--- src/odi_pkg.sv ---
// Shared types, constants and the arc table for the odometry integrator.
`timescale 1ns / 1ps
package odi_pkg;

  // CORDIC iterations per sine/cosine evaluation (12 to 32)
  localparam int CORDIC_STEPS = 24;
  localparam int CNT_W        = $clog2(CORDIC_STEPS + 1);

  // Fixed scale factors
  localparam logic [29:0] NS_PER_SEC = 30'd1000000000;
  localparam logic [31:0] HEAD_MUL   = 32'd683565276;
  localparam logic signed [33:0] CORDIC_X0 = 34'sd652032874;

  // 1e9 = 2^9 * 5^9; reciprocal of 5^9 is ceil(2^84 / 5^9), exact below 2^63
  localparam int          NS_SHIFT  = 9;
  localparam logic [63:0] RECIP_5P9 = 64'd9903520314283042200;

  // Configuration register indexes
  localparam logic [1:0] CFG_LIN_GAIN = 2'd0;
  localparam logic [1:0] CFG_ANG_GAIN = 2'd1;
  localparam logic [1:0] CFG_MIN_INT  = 2'd2;

  // Datapath operations issued by the controller
  typedef enum logic [3:0] {
    OP_DT_MUL,
    OP_DT_FIN,
    OP_TRIG_OLD,
    OP_POS_MUL1,
    OP_POS_MUL2,
    OP_POS_DIV,
    OP_POS_ACC,
    OP_W_MUL1,
    OP_W_DIV,
    OP_W_MUL2,
    OP_HEAD,
    OP_TRIG_HALF,
    OP_EMIT
  } op_t;

  typedef struct packed {
    logic go;
    op_t  op;
    logic axis;   // 0: x / cosine, 1: y / sine
  } cmd_t;

  typedef struct packed {
    logic busy;
    logic drop;
    logic out_full;
  } sts_t;

  // atan(2^-i) as a binary angle, full turn = 2^32
  function automatic logic [31:0] arc_angle(input logic [4:0] i);
    logic [31:0] r;
    case (i)
      5'd0:  r = 32'd536870912;
      5'd1:  r = 32'd316933406;
      5'd2:  r = 32'd167458907;
      5'd3:  r = 32'd85004756;
      5'd4:  r = 32'd42667331;
      5'd5:  r = 32'd21354465;
      5'd6:  r = 32'd10679838;
      5'd7:  r = 32'd5340245;
      5'd8:  r = 32'd2670163;
      5'd9:  r = 32'd1335087;
      5'd10: r = 32'd667544;
      5'd11: r = 32'd333772;
      5'd12: r = 32'd166886;
      5'd13: r = 32'd83443;
      5'd14: r = 32'd41722;
      5'd15: r = 32'd20861;
      5'd16: r = 32'd10430;
      5'd17: r = 32'd5215;
      5'd18: r = 32'd2608;
      5'd19: r = 32'd1304;
      5'd20: r = 32'd652;
      5'd21: r = 32'd326;
      5'd22: r = 32'd163;
      5'd23: r = 32'd81;
      5'd24: r = 32'd41;
      5'd25: r = 32'd20;
      5'd26: r = 32'd10;
      5'd27: r = 32'd5;
      5'd28: r = 32'd3;
      5'd29: r = 32'd1;
      5'd30: r = 32'd1;
      default: r = 32'd0;
    endcase
    return r;
  endfunction

endpackage

--- src/odi_ctrl.sv ---
// Controller: sequences the datapath operations for one beat at a time.
`timescale 1ns / 1ps
module odi_ctrl (
  input  logic          clk,
  input  logic          rst_n,
  input  logic          in_tvalid,
  output logic          in_tready,
  input  odi_pkg::sts_t sts,
  output odi_pkg::cmd_t cmd
);
  import odi_pkg::*;

  typedef enum logic [4:0] {
    S_IDLE, S_DTMUL, S_DTFIN, S_TRIG1,
    S_XM1, S_XM2, S_XDIV, S_XACC,
    S_YM1, S_YM2, S_YDIV, S_YACC,
    S_WM1, S_WDIV, S_WM2, S_HEAD, S_TRIG2, S_EMIT
  } state_t;

  state_t state_r, state_nxt;
  logic   issued_r;
  logic   go_r;
  op_t    op_r, op_nxt;
  logic   axis_r, axis_nxt;

  // operation and successor for each step
  always_comb begin
    op_nxt    = OP_DT_MUL;
    axis_nxt  = 1'b0;
    state_nxt = S_IDLE;
    unique case (state_r)
      S_IDLE:  state_nxt = S_DTMUL;
      S_DTMUL: begin op_nxt = OP_DT_MUL; state_nxt = S_DTFIN; end
      S_DTFIN: begin
        op_nxt    = OP_DT_FIN;
        state_nxt = sts.drop ? S_IDLE : S_TRIG1;
      end
      S_TRIG1: begin op_nxt = OP_TRIG_OLD; state_nxt = S_XM1; end
      S_XM1:   begin op_nxt = OP_POS_MUL1; state_nxt = S_XM2; end
      S_XM2:   begin op_nxt = OP_POS_MUL2; state_nxt = S_XDIV; end
      S_XDIV:  begin op_nxt = OP_POS_DIV;  state_nxt = S_XACC; end
      S_XACC:  begin op_nxt = OP_POS_ACC;  state_nxt = S_YM1; end
      S_YM1:   begin op_nxt = OP_POS_MUL1; axis_nxt = 1'b1; state_nxt = S_YM2; end
      S_YM2:   begin op_nxt = OP_POS_MUL2; axis_nxt = 1'b1; state_nxt = S_YDIV; end
      S_YDIV:  begin op_nxt = OP_POS_DIV;  axis_nxt = 1'b1; state_nxt = S_YACC; end
      S_YACC:  begin op_nxt = OP_POS_ACC;  axis_nxt = 1'b1; state_nxt = S_WM1; end
      S_WM1:   begin op_nxt = OP_W_MUL1;   state_nxt = S_WDIV; end
      S_WDIV:  begin op_nxt = OP_W_DIV;    state_nxt = S_WM2; end
      S_WM2:   begin op_nxt = OP_W_MUL2;   state_nxt = S_HEAD; end
      S_HEAD:  begin op_nxt = OP_HEAD;     state_nxt = S_TRIG2; end
      S_TRIG2: begin op_nxt = OP_TRIG_HALF; state_nxt = S_EMIT; end
      S_EMIT:  begin op_nxt = OP_EMIT;     state_nxt = S_IDLE; end
      default: state_nxt = S_IDLE;
    endcase
  end

  // issue one go pulse per step (the emit step first holds while the output is full), then wait for the units to settle
  always_ff @(posedge clk) begin
    if (!rst_n) begin
      state_r  <= S_IDLE;
      issued_r <= 1'b0;
      go_r     <= 1'b0;
      op_r     <= OP_DT_MUL;
      axis_r   <= 1'b0;
    end else if (state_r == S_IDLE) begin
      if (in_tvalid) begin
        state_r <= state_nxt;
      end
    end else if (!issued_r) begin
      if (state_r != S_EMIT || !sts.out_full) begin
        go_r     <= 1'b1;
        op_r     <= op_nxt;
        axis_r   <= axis_nxt;
        issued_r <= 1'b1;
      end
    end else if (go_r) begin
      go_r <= 1'b0;
    end else if (!sts.busy) begin
      issued_r <= 1'b0;
      state_r  <= state_nxt;
    end
  end

  assign in_tready = (state_r == S_IDLE);
  assign cmd.go    = go_r;
  assign cmd.op    = op_r;
  assign cmd.axis  = axis_r;
endmodule
--- config.mk ---
export PLATFORM = sky130hd
export DESIGN_NAME = odi_ctrl
export DESIGN_NICKNAME = d
export VERILOG_FILES = /design/src/odi_pkg.sv /design/src/odi_ctrl.sv
export SDC_FILE = /design/constraint.sdc
export NUM_CORES = 1
export LEC_CHECK = 0
export ABC_AREA = 1
export ABC_CLOCK_PERIOD_IN_PS = 2500
export BUFFER_PORTS_ARGS = -buffer_cell sky130_fd_sc_hd__buf_2
export CAP_MARGIN = 40
export CORE_MARGIN = 2
export CORE_UTILIZATION = 59
export CTS_CLUSTER_SIZE = 24
export DETAILED_ROUTE_END_ITERATION = 8
export PLACE_DENSITY = 0.81
export REMOVE_ABC_BUFFERS = 1
export SLEW_MARGIN = 20
export SYNTH_ARGS = -nofsm -noshare
export SYNTH_HDL_FRONTEND = slang
export SYNTH_SLANG_ARGS = --single-unit
--- constraint.sdc ---
create_clock -name clk -period 2.5 [get_ports clk]
set_input_delay 0.125 -clock clk [delete_from_list [all_inputs] [get_ports clk]]
set_output_delay 0.125 -clock clk [all_outputs]
set_load 0.03 [all_outputs]
==> flow_summary.json <==
{
  "internal-power_w": 0.0006698,
  "cp.required_ps": 2680,
  "routedWlPerCell_um": 12.02,
  "synth_top_area_cell": "dfxtp_1",
  "die_w_um": 43.13,
  "critPathSlowestCell": "dfxtp_1",
  "synth_edf_count": 0,
  "antenna_found_initial": 0,
  "drc": 0,
  "ys_warn_count": 0,
  "slew_headroom_pct": 74.70,
  "synth.top_cell.area_share_pct": 26.59,
  "cts_tree": "yes",
  "dp_hpwl_mm": 1.533,
  "postRouteAntennaNets": 0,
  "drt_wl_total_mm": 2.020,
  "p_per_area_nw_per_um2": 1530,
  "clock_latency_ps": 280,
  "cp_max_fo": 9,
  "synthCells": 142,
  "post_cts_buffers": 0,
  "initial_core_util_pct": 61.39,
  "antennaDiodeCount": 0,
  "power.share.sequential_pct": 25.4,
  "die_area_um2": 1860,
  "yosys-top-cells-count": "40 x nand2_1, 24 x nor2_1, 16 x inv_1",
  "power.switching_w": 0.0008099,
  "criticalPathCategory": "flop to flop",
  "io_buffers": 12,
  "overflow": 0,
  "synth_most_common_cell": "nand2_1",
  "finalSetupTns_ps": 0,
  "slowest_delay_ps": 560,
  "status": "finished clean",
  "grt_max_degree": 11,
  "holdCritStartpoint": "rst_n",
  "netlist_area_um2": 903.4,
  "die_y_um": 43.13,
  "critPathCaptureType": "flop",
  "cts_hold_buf": 0,
  "yosys.cell_types.count": 20,
  "drtPass1Iterations": 5,
  "rows": 14,
  "synth_seq_cells": 12,
  "vias_per_cell": 5.286,
  "vdd_drop_max_v": 0.0008524,
  "max-cap-violations": 0,
  "critPathArrivalTime_ps": 1690,
  "post_cts_resized": 0,
  "finish.utilization_pct": 65.73,
  "async_reset_ff_share_pct": 0,
  "post-place-ws_ps": 1013,
  "rsz0062_at_grt": "no",
  "cp_common_cell": "nand2_4",
  "synth_flop_cell": "dfxtp_1",
  "reg2reg_from": "state_r[4]",
  "setup_viol": 0,
  "startpoint_type": "flop",
  "htreeDepth": 1,
  "hold_violations": 0,
  "cts_root_buf": "clkbuf_4",
  "cts_buffer_depth": 2,
  "ioPinCount": 13,
  "crit_start": "state_r[4]",
  "tightest_slew_ps": 376.1,
  "grt.busiest_layer": "met2",
  "fmax_mhz": 663.9,
  "synthToLayoutAreaGrowth_pct": 7.064,
  "ys_seq_area_share_pct": 26.59,
  "grt_pass1_wl_mm": 3.263,
  "cts_num_sinks": 12,
  "fin_skew_ps": 3.621,
  "grt_use_met3_pct": 5.106,
  "synth_area_leaders": "dfxtp_1 27%, nand2_1 17%, nor2_1 10%",
  "final.period_utilization_pct": 60.25,
  "p_sw_share_pct": 54.73,
  "met2_usage_pct": 40.90,
  "synth_area_per_cell_um2": 6.362,
  "clk_pin_slew_ps": 90,
  "worst_slack_ps": 993.7,
  "grt.total_usage_pct": 23.78,
  "crit_chain": "inv_2 -> nand2_4 -> inv_2 -> nand2_4 -> nand3_4 -> nand2_4 -> inv_1 -> nor2_1 -> nor2_1",
  "drv_slew": 0,
  "cts_buffers": 3,
  "period_minus_slack_ps": 1506,
  "p_clk_share_pct": 11.3,
  "power_frac_comb_pct": 63.3,
  "fin_nets": 159,
  "p_leak_nw": 0.5015,
  "fin_hold_ws_ps": 157.5,
  "min_path_type": "input pin to flop",
  "grt_pass1_vias": 796,
  "core_um2": 1471,
  "use_met1_pct": 28.46,
  "gp_congestion": 0.9638,
  "drt_iter0_markers": 29,
  "drive_above_1_share_pct": 21.71,
  "vias": 888
}
==> worst paths after layout <==
| kind | end | slack, ps | cells past startpoint |
|---|---|---|---|
| setup / recovery | state_r[3] | 990 | 9 |
| hold / removal | op_r[0] | 160 | 3 |
| setup reg to reg | state_r[3] | 990 | 9 |
| hold reg to reg | axis_r | 500 | 2 |
==> power groups by stage <==
stage	Combinational, W	Sequential (W)	Clock [W]
global route	0.00103	0.000384	0.000176
detailed placement	0.000932	0.000379	0
global placement	0.000920	0.000369	0
finish	0.000937	0.000376	0.000167
floorplan	0.000666	0.000448	0
CTS	0.000937	0.000374	0.000164
==> placed cells by master, fill, tap and decap left out <==
cell,instances
a21boi_0,1
a21oi_1,8
buf_2,12
clkbuf_4,3
clkbuf_8,1
dfxtp_1,12
inv_1,16
inv_2,3
nand2_1,40
nand2_2,1
nand2_4,3
nand3_1,10
nand3_2,2
nand3_4,2
nand3b_1,1
nand4_1,2
nor2_1,24
nor2_2,3
nor2_4,2
nor2_8,1
o21ai_0,5
==> per-layer routing <==
| metal | share of wire [%] | routed length [um] |
|---|---|---|
| met5 | 0 | 0 |
| met4 | 1.3 | 27 |
| met3 | 7.5 | 151 |
| met2 | 49 | 987 |
| met1 | 42 | 853 |
==> sequential cells by signal, indices dropped and copies added, names as in the netlist <==
signal    count
axis_r        1
go_r          1
issued_r      1
op_r          4
state_r       5
==> cells by family after synthesis <==
| group | after synthesis | share of synthesized area, % |
|---|---|---|
| and+or+nand+nor | 91 | 51.66 |
| buffers and inverters | 25 | 13.71 |
| AOI/OAI and AO/OA | 14 | 8.033 |
| DFF | 12 | 26.59 |
==> cell type report <==
type | count | area (um^2)
Clock buffer | 4 | 36.28
Fill cell | 128 | 504.2
Inverter | 19 | 71.32
Multi-Input combinational cell | 105 | 539.3
Sequential cell | 12 | 240.2
Tap cell | 16 | 20.02
Timing Repair Buffer | 12 | 60.06
==> metrics by stage <==
| stage | instance area [um^2] | std cells | power [W] |
|---|---|---|---|
| floorplan | 850.8 | 136 | 0.001114 |
| global placement | 930.9 | 164 | 0.001289 |
| detailed placement | 930.9 | 164 | 0.001310 |
| CTS | 967.2 | 168 | 0.001475 |
| global route | 967.2 | 168 | 0.001588 |
| finish | 967.2 | 168 | 0.001480 |
==> worst max-delay path, delay by kind of cell, from the launching register on <==
kind | cells | cell delay [ps]
simple gates | 6 | 610
flops | 1 | 560
buf+inv | 3 | 250
(Power assumes the default switching activity.)
